[src/rtl/pltm_pkg.sv]
// ----------------------------------------------------------------------------
// PCM level and tear monitor package
// Shared widths, limits and the types passed between the monitor's modules.
// ----------------------------------------------------------------------------
package pltm_pkg;

  localparam int CFG_W    = 4;
  localparam int SAMPLE_W = 16;
  localparam int PEAK_W   = 15;
  localparam int COUNT_W  = 32;

  localparam logic [PEAK_W-1:0]   MAG_MAX    = 15'd32767;
  localparam logic [SAMPLE_W-1:0] SAMPLE_MIN = 16'h8000;
  localparam logic [PEAK_W-1:0]   HOT_LIMIT  = 15'd32000;
  localparam logic signed [SAMPLE_W:0] JUMP_HI = 17'sd32000;
  localparam logic signed [SAMPLE_W:0] JUMP_LO = -17'sd32000;
  localparam logic [COUNT_W-1:0]  COUNT_MAX  = 32'hFFFF_FFFF;

  // Block totals.
  typedef struct packed {
    logic [PEAK_W-1:0]  peak;
    logic [COUNT_W-1:0] hot;
    logic [COUNT_W-1:0] jumps;
    logic [COUNT_W-1:0] samples;
  } stats_t;

  // One sample's contribution to the totals.
  typedef struct packed {
    logic fire;
    logic last;
    logic hot;
    logic jump;
  } acc_upd_t;

endpackage

[src/rtl/pltm_ram.sv]
// ----------------------------------------------------------------------------
// Generic RAM
// Single write port, single read port with registered read data.
// ----------------------------------------------------------------------------
module pltm_ram #(
  parameter int WIDTH = 16,
  parameter int DEPTH = 8,
  parameter int AW    = (DEPTH > 1) ? $clog2(DEPTH) : 1
) (
  input  logic             clk_i,
  input  logic             we_i,
  input  logic [AW-1:0]    waddr_i,
  input  logic [WIDTH-1:0] wdata_i,
  input  logic             re_i,
  input  logic [AW-1:0]    raddr_i,
  output logic [WIDTH-1:0] rdata_o
);

  logic [WIDTH-1:0] mem_q [DEPTH];
  logic [WIDTH-1:0] rdata_q;

  always_ff @(posedge clk_i) begin
    if (we_i) begin
      mem_q[waddr_i] <= wdata_i;
    end
    if (re_i) begin
      rdata_q <= mem_q[raddr_i];
    end
  end

  assign rdata_o = rdata_q;

endmodule

[src/rtl/pltm_chan_seq.sv]
// ----------------------------------------------------------------------------
// Channel sequencer
// Holds the channel count register and steps the interleave pointer.
// ----------------------------------------------------------------------------
module pltm_chan_seq
  import pltm_pkg::*;
#(
  parameter int MAX_CHANNELS = 8,
  parameter int PW = (MAX_CHANNELS > 1) ? $clog2(MAX_CHANNELS) : 1
) (
  input  logic             clk_i,
  input  logic             rst_ni,
  input  logic             cfg_we_i,
  input  logic [CFG_W-1:0] cfg_count_i,
  input  logic             step_i,
  input  logic             last_i,
  output logic [PW-1:0]    ch_o,
  output logic             filled_o
);

  localparam int SW   = $clog2(MAX_CHANNELS + 1);
  localparam int CMPW = (SW > CFG_W) ? SW : CFG_W;
  localparam logic [CMPW-1:0] MAX_EXT = CMPW'(MAX_CHANNELS);
  localparam logic [CMPW-1:0] ONE_EXT = CMPW'(1);

  logic [CFG_W-1:0] count_q, count_d;
  logic [PW-1:0]    ptr_q, ptr_d;
  logic             filled_q, filled_d;

  logic [CMPW-1:0] count_ext, stride, ptr_ext, ch_ext, next_ext;
  logic            wrap;

  always_comb begin
    count_ext = CMPW'(count_q);
    priority if (count_ext == '0) begin
      stride = ONE_EXT;
    end else if (count_ext > MAX_EXT) begin
      stride = MAX_EXT;
    end else begin
      stride = count_ext;
    end
    ptr_ext  = CMPW'(ptr_q);
    ch_ext   = (ptr_ext >= stride) ? '0 : ptr_ext;
    next_ext = ch_ext + ONE_EXT;
    wrap     = (next_ext >= stride);
  end

  assign ch_o     = ch_ext[PW-1:0];
  assign filled_o = filled_q;

  always_comb begin
    count_d  = count_q;
    ptr_d    = ptr_q;
    filled_d = filled_q;
    priority if (cfg_we_i) begin
      count_d  = cfg_count_i;
      ptr_d    = '0;
      filled_d = 1'b0;
    end else if (step_i) begin
      priority if (last_i) begin
        ptr_d    = '0;
        filled_d = 1'b0;
      end else if (wrap) begin
        ptr_d    = '0;
        filled_d = 1'b1;
      end else begin
        ptr_d = next_ext[PW-1:0];
      end
    end
  end

  always_ff @(posedge clk_i or negedge rst_ni) begin
    if (!rst_ni) begin
      count_q  <= CFG_W'(1);
      ptr_q    <= '0;
      filled_q <= 1'b0;
    end else begin
      count_q  <= count_d;
      ptr_q    <= ptr_d;
      filled_q <= filled_d;
    end
  end

endmodule

[src/rtl/pltm_accum.sv]
// ----------------------------------------------------------------------------
// Block accumulator
// Running peak and saturating counters; totals include the current sample.
// ----------------------------------------------------------------------------
module pltm_accum
  import pltm_pkg::*;
(
  input  logic              clk_i,
  input  logic              rst_ni,
  input  acc_upd_t          upd_i,
  input  logic [PEAK_W-1:0] mag_i,
  output stats_t            totals_o
);

  stats_t run_q, run_d, totals;

  function automatic logic [COUNT_W-1:0] sat_inc(input logic [COUNT_W-1:0] v,
                                                 input logic en);
    logic [COUNT_W-1:0] r;
    r = v;
    if (en && (v != COUNT_MAX)) begin
      r = v + COUNT_W'(1);
    end
    return r;
  endfunction

  always_comb begin
    totals.peak    = (mag_i > run_q.peak) ? mag_i : run_q.peak;
    totals.hot     = sat_inc(run_q.hot, upd_i.hot);
    totals.jumps   = sat_inc(run_q.jumps, upd_i.jump);
    totals.samples = sat_inc(run_q.samples, 1'b1);
    run_d = run_q;
    if (upd_i.fire) begin
      run_d = upd_i.last ? '0 : totals;
    end
  end

  assign totals_o = totals;

  always_ff @(posedge clk_i or negedge rst_ni) begin
    if (!rst_ni) begin
      run_q <= '0;
    end else begin
      run_q <= run_d;
    end
  end

endmodule

[src/rtl/pcm_level_and_tear_monitor.sv]
// ----------------------------------------------------------------------------
// PCM level and tear monitor
// A block result is registered into the output register when its last sample
// leaves stage 1. Throughput: one sample per cycle while the input is not
// stalled, limited by the read-modify-write of the channel history RAM, with
// forwarding between consecutive samples of the same channel. The input
// stalls only while a block result waits and another last sample is ready
// to complete. Reset clears the counters, pointer and channel count (to one);
// the history RAM is not cleared; its data is used only after being written.
// ----------------------------------------------------------------------------
module pcm_level_and_tear_monitor
  import pltm_pkg::*;
#(
  parameter int MAX_CHANNELS = 8
) (
  input  logic                clk_i,
  input  logic                rst_ni,
  input  logic                cfg_valid_i,
  output logic                cfg_ready_o,
  input  logic [CFG_W-1:0]    cfg_data_i,
  input  logic                in_valid_i,
  output logic                in_stall_o,
  input  logic [SAMPLE_W-1:0] sample_i,
  input  logic                last_sample_i,
  output logic                out_valid_o,
  input  logic                out_stall_i,
  output logic [PEAK_W-1:0]   peak_level_o,
  output logic [COUNT_W-1:0]  hot_count_o,
  output logic [COUNT_W-1:0]  jump_count_o,
  output logic [COUNT_W-1:0]  sample_count_o
);

  localparam int PW = (MAX_CHANNELS > 1) ? $clog2(MAX_CHANNELS) : 1;

  logic cfg_we, in_accept;
  logic [PW-1:0] ch;
  logic hist_filled;

  // Stage 1: sample waiting on the history read.
  logic                s1_valid_q, s1_valid_d;
  logic [SAMPLE_W-1:0] s1_sample_q;
  logic                s1_last_q;
  logic [PW-1:0]       s1_ch_q;
  logic                s1_filled_q;
  logic                fwd_hit_q;
  logic [SAMPLE_W-1:0] fwd_data_q;
  logic                s1_block, s1_fire;

  logic [SAMPLE_W-1:0]   hist_rdata, prev;
  logic signed [SAMPLE_W:0] delta;
  logic [PEAK_W-1:0]     mag;
  acc_upd_t              upd;
  stats_t                totals;

  logic   out_valid_q, out_valid_d;
  stats_t out_q;

  assign cfg_ready_o = 1'b1;
  assign cfg_we      = cfg_valid_i & cfg_ready_o;

  assign s1_block   = s1_valid_q & s1_last_q & out_valid_q & out_stall_i;
  assign s1_fire    = s1_valid_q & ~s1_block;
  assign in_stall_o = s1_block;
  assign in_accept  = in_valid_i & ~in_stall_o;

  pltm_chan_seq #(
    .MAX_CHANNELS(MAX_CHANNELS)
  ) u_seq (
    .clk_i      (clk_i),
    .rst_ni     (rst_ni),
    .cfg_we_i   (cfg_we),
    .cfg_count_i(cfg_data_i),
    .step_i     (in_accept),
    .last_i     (last_sample_i),
    .ch_o       (ch),
    .filled_o   (hist_filled)
  );

  pltm_ram #(
    .WIDTH(SAMPLE_W),
    .DEPTH(MAX_CHANNELS)
  ) u_hist_ram (
    .clk_i  (clk_i),
    .we_i   (s1_fire),
    .waddr_i(s1_ch_q),
    .wdata_i(s1_sample_q),
    .re_i   (in_accept),
    .raddr_i(ch),
    .rdata_o(hist_rdata)
  );

  always_comb begin
    s1_valid_d = s1_valid_q;
    if (in_accept) begin
      s1_valid_d = 1'b1;
    end else if (s1_fire) begin
      s1_valid_d = 1'b0;
    end
  end

  always_ff @(posedge clk_i or negedge rst_ni) begin
    if (!rst_ni) begin
      s1_valid_q <= 1'b0;
    end else begin
      s1_valid_q <= s1_valid_d;
    end
  end

  // The RAM write of the sample in stage 1 lands at the same edge as the
  // next read, so a read of that channel takes the stage 1 sample instead.
  always_ff @(posedge clk_i) begin
    if (in_accept) begin
      s1_sample_q <= sample_i;
      s1_last_q   <= last_sample_i;
      s1_ch_q     <= ch;
      s1_filled_q <= hist_filled;
      fwd_hit_q   <= s1_valid_q && (s1_ch_q == ch);
      fwd_data_q  <= s1_sample_q;
    end
  end

  always_comb begin
    prev  = fwd_hit_q ? fwd_data_q : hist_rdata;
    delta = $signed({s1_sample_q[SAMPLE_W-1], s1_sample_q})
          - $signed({prev[SAMPLE_W-1], prev});
    if (s1_sample_q == SAMPLE_MIN) begin
      mag = MAG_MAX;
    end else if (s1_sample_q[SAMPLE_W-1]) begin
      mag = PEAK_W'(-s1_sample_q);
    end else begin
      mag = s1_sample_q[PEAK_W-1:0];
    end
    upd.fire = s1_fire;
    upd.last = s1_last_q;
    upd.hot  = (mag > HOT_LIMIT);
    upd.jump = s1_filled_q && ((delta > JUMP_HI) || (delta < JUMP_LO));
  end

  pltm_accum u_accum (
    .clk_i   (clk_i),
    .rst_ni  (rst_ni),
    .upd_i   (upd),
    .mag_i   (mag),
    .totals_o(totals)
  );

  always_comb begin
    out_valid_d = out_valid_q;
    if (s1_fire && s1_last_q) begin
      out_valid_d = 1'b1;
    end else if (out_valid_q && !out_stall_i) begin
      out_valid_d = 1'b0;
    end
  end

  always_ff @(posedge clk_i or negedge rst_ni) begin
    if (!rst_ni) begin
      out_valid_q <= 1'b0;
    end else begin
      out_valid_q <= out_valid_d;
    end
  end

  always_ff @(posedge clk_i) begin
    if (s1_fire && s1_last_q) begin
      out_q <= totals;
    end
  end

  assign out_valid_o    = out_valid_q;
  assign peak_level_o   = out_q.peak;
  assign hot_count_o    = out_q.hot;
  assign jump_count_o   = out_q.jumps;
  assign sample_count_o = out_q.samples;

  // A result is only captured when the output register is free or draining.
  a_no_overwrite : assert property (@(posedge clk_i) disable iff (!rst_ni)
    (s1_fire && s1_last_q) |-> (!out_valid_q || !out_stall_i))
    else $error("block result overwrote a pending result");

  // A blocked stage 1 sample stays in place for the next cycle.
  a_s1_hold : assert property (@(posedge clk_i) disable iff (!rst_ni)
    (s1_valid_q && s1_block) |=> s1_valid_q)
    else $error("blocked sample left stage 1");

  // The sample after a block's last one is never compared with history.
  a_block_restart : assert property (@(posedge clk_i) disable iff (!rst_ni)
    (in_accept && last_sample_i) |=> !hist_filled)
    else $error("history still marked filled after end of block");

endmodule
[config.mk]
export PLATFORM = sky130hd
export DESIGN_NAME = pcm_level_and_tear_monitor
export DESIGN_NICKNAME = d
export VERILOG_FILES = /design/src/rtl/pltm_pkg.sv /design/src/rtl/pltm_ram.sv /design/src/rtl/pltm_chan_seq.sv /design/src/rtl/pltm_accum.sv /design/src/rtl/pcm_level_and_tear_monitor.sv
export SDC_FILE = /design/constraint.sdc
export NUM_CORES = 1
export LEC_CHECK = 0
export BUFFER_PORTS_ARGS = -buffer_cell sky130_fd_sc_hd__buf_2
export CORE_ASPECT_RATIO = 0.6
export CORE_MARGIN = 3
export CORE_UTILIZATION = 40
export DETAILED_ROUTE_END_ITERATION = 16
export SKIP_CTS_REPAIR_TIMING = 1
export SLEW_MARGIN = 30
export SYNTH_ARGS = -nofsm -noshare
export SYNTH_HDL_FRONTEND = slang
export SYNTH_HIERARCHICAL = 1
export SYNTH_SLANG_ARGS = --single-unit
[constraint.sdc]
create_clock -name clk_i -period 15.66 [get_ports clk_i]
set_input_delay 1.566 -clock clk_i [delete_from_list [all_inputs] [get_ports clk_i]]
set_output_delay 1.566 -clock clk_i [all_outputs]
set_load 0.02 [all_outputs]
==> results.py <==
metrics = {
    "pwr": {
        "p_switching_uw": 674,
        "seq_power_share": 0.499,
        "netSwitchingFraction": 0.260,
        "power_report.internal_total_mw": 1.92,
        "combinationalPowerShare": 0.128,
        "cellPowerDensity_nw_per_um2": 113,
        "cellLeakagePower_nw": 8.61,
        "power.share.clock": 0.373,
        "vdd_ir_drop_max_mv": 0.0702,
    },
    "setup_path": {
        "timing.critical_path.depth": 17,
        "critical_path.reg2reg.startpoint": "fwd_hit_q",
        "timing.critical_path.from": "fwd_hit_q",
        "worst-path-max-fanout": 16,
        "critPathArrivalTime_ns": 6.33,
        "worst_r2r_path_depth": 17,
        "cp_cell_sequence": "mux2_2, ha_1, fa_1, nor2b_4, o2111a_1, o21a_1, nor2_1, xnor2_1, a2111o_1, o311a_1, o22ai_2, and3_1, and2_1, nand4_1, a211oi_1, and2_1, xnor2_1",
        "end_kind": "flip-flop",
        "destination_of_the_worst_register_to_register_timing_path": "jump_count_o[31]",
        "required_ns": 15.96,
        "cp_top_family": "compound AO/OA/AOI/OAI gates",
        "slowest_stage": "edfxtp_1",
        "cpPeakStageDelay_ns": 0.92,
        "critPathLaunchType": "flip-flop",
        "critPathBufInv": 0,
        "worst-r2r-setup-slack_ns": 9.63,
        "timing_worst_setup_path_type": "reg2reg",
    },
    "logic_synthesis": {
        "most_frequent_cell_after_synthesis": "edfxtp_1",
        "synth_enable_flop_cells": 293,
        "synthArstFlopShare": 0.292,
        "synthesis.nets": 1679,
        "ys_seq_area_frac": 0.586,
        "netlist_top_cells_count": "edfxtp_1, nand2_1, dfrtp_1",
        "syn_area_um2": 20200,
        "yosysTopAreaCellShare": 0.436,
        "synth_area_leader_cell": "edfxtp_1",
        "ys.warnings.count": 6,
        "synth.ff_latch_count": 414,
        "ys_dominant_reg_cell": "edfxtp_1",
        "yosys-top-cells-area": "edfxtp_1, dfrtp_1, mux4_1",
        "syn_area_per_cell_um2": 12.6,
        "synthDistinctLibCells": 90,
        "synthCells": 1609,
    },
    "sta": {
        "timing.final.setup_violations": 0,
        "final.setup_skew_ns": 0.0168,
        "max_freq_mhz": 166,
        "final-hold-violation-count": 0,
        "timing.slew.headroom": 0.337,
        "setup_tns_ns": 0,
        "rsz0062_at_grt": "false",
        "timing_max_transition_violations_final": 0,
        "min_period_over_period": 0.385,
        "worst-slew-pin-transition_ns": 0.992,
        "final_period_minus_worst_setup_slack_ns": 6.03,
    },
    "detailed_routing": {
        "detail-route-antenna-nets": 0,
        "detail_route.iter0.violations": 1191,
        "route.final.wire_length_um": 50800,
        "drt_pass1_iterations": 6,
        "route.detailed.vias_per_inst": 5.83,
        "wire_per_inst_um": 21.0,
        "routed-via-count": 14100,
        "drcViolationCount": 0,
    },
    "global_routing": {
        "groute.usage.overall": 0.190,
        "grt_pass1_vias": 13600,
        "grt_total_ovfl": 0,
        "largest_net_degree_at_the_start_of_global_routing": 67,
        "grt_antenna_before_repair": 2,
        "wire_length_of_the_first_global_routing_pass_um": 79800,
    },
    "place": {
        "gp_congestion": 0.873,
        "numPlacedInstances": 2341,
        "dp_hpwl_um": 34000,
        "number_of_port_buffers": 138,
    },
    "clock_tree": {
        "clock-root-buffer": "clkbuf_16",
        "ctsHtreeMaxLevel": 2,
        "cts_num_sinks": 414,
        "cts-buffers-inserted": 40,
        "maximum_count_of_clock_buffers_along_a_single_path": 3,
        "skew_pair_late_insertion_delay_ns": 0.55,
        "tritoncts": "done",
        "clock_edge_transition_at_the_registers_on_the_reported_setup_and_hold_paths_ns": 0.06,
    },
    "hold_path": {
        "timing.hold.worst.start": "u_seq/filled_o",
        "depth_of_the_worst_hold_timing_path": 0,
        "min_delay_worst_endpoint": "s1_filled_q",
        "min_path_type": "reg2reg",
    },
    "final_layout": {
        "final_net_count": 1804,
        "area_growth_syn_to_layout_pct": 13.8,
        "layout-drive-gt1-share": 0.172,
        "stdcell_count": 2416,
    },
    "floorplan": {
        "floorplan.rows": 63,
        "die_height_um": 180,
        "die_width_um": 296,
        "core-area_um2": 49700,
        "floorplan.die_area_um2": 53300,
        "io_pins": 140,
        "initial_core_utilization": 0.407,
    },
    "flow_run": {
        "cap_violations": 0,
    },
    "outcome": {
        "status": "complete, no violations",
    },
}
==> through the flow <==
step | hold WS (ns) | setup WS (ns) | area [µm²] | power, mW | utilization
CTS | 0.487 | 9.67 | 22900 | 2.62 | 0.462
global route | 0.511 | 9.29 | 23000 | 2.73 | 0.463
finish | 0.487 | 9.63 | 23000 | 2.59 | 0.463
detailed placement | 0.472 | 9.70 | 21700 | 1.65 | 0.436
global placement | 0.473 | 9.80 | 21600 | 1.63 | 0.435
floorplan | 0.426 | 8.10 | 20200 | 1.53 | -
==> cells in the final DEF (no fill, tap or decap), drive strengths merged, types with 14 or more instances in the layout <==
cell    Yosys  final
a21o       14     14
dfrtp     120    120
buf        26    170
ha         43     43
a21oi      44     44
xor2       51     51
o31ai      45     45
mux2       25     25
nand3      52     52
xnor2      69     69
nand4      32     32
and2       18     18
o21ai     112    112
edfxtp    293    293
mux2i      16     16
and3       26     26
nand2     139    139
nor2       79     79
mux4       32     32
a22o       30     30
inv        47     48
a31oi      20     20
nor3       28     28
clkbuf     61     58
==> worst max path at each step <==
stage                        end  slack [ns]
2_1_floorplan     hot_count_o[0]        8.10
3_3_place_gp   u_accum/run_q[53]        9.80
3_5_place_dp   u_accum/run_q[61]        9.70
4_1_cts        u_accum/run_q[57]        9.67
5_1_grt         jump_count_o[31]        9.29
6_report        jump_count_o[31]        9.63
==> kinds of logic after synthesis <==
kind of cell,synth area share
multiplexers,0.0627
AND/OR/NAND/NOR,0.117
adder cells (fa/ha/maj),0.0276
XOR/XNOR,0.0520
other,0.000186
flip-flops,0.586
AO/OA/AOI/OAI,0.127
buffers and inverters,0.0280
==> routing by layer <==
layer  share of wire  wire [µm]  vias to the layer above  GRT usage
li1                -          -                     6428          -
met1            0.50      25600                     7090      0.310
met2            0.41      21000                      507      0.264
met3           0.068       3470                       56     0.0331
met4           0.014        724                        0     0.0345
met5               0          0                        -          0
==> cell type report <==
cell class,count,area [µm²]
repair buffers,170,945
diodes,2,5.00
inverters,48,180
clock inverters,14,136
flip-flops and latches,414,11800
well taps,650,813
clock buffers,58,1160
fillers,4488,26700
multi-input cells,1060,7910
==> state kept, by name (all words and copies together) (netlist names), 16 cells and up <==
name and flops:
u_hist_ram/mem_q 128, u_accum/run_q 111, hot_count_o 32, jump_count_o 32
sample_count_o 32, fwd_data_q 16, s1_sample_q 16, u_hist_ram/rdata_o 16
==> power groups by stage <==
stage               Clock, mW  Sequential, mW  Combinational (mW)
finish                  0.967            1.29               0.333
global route             1.06            1.30               0.368
CTS                     0.998            1.29               0.332
detailed placement          0            1.32               0.330
global placement            0            1.31               0.321
floorplan                   0            1.33               0.205
Note: power is estimated with default switching activity, not from simulation.
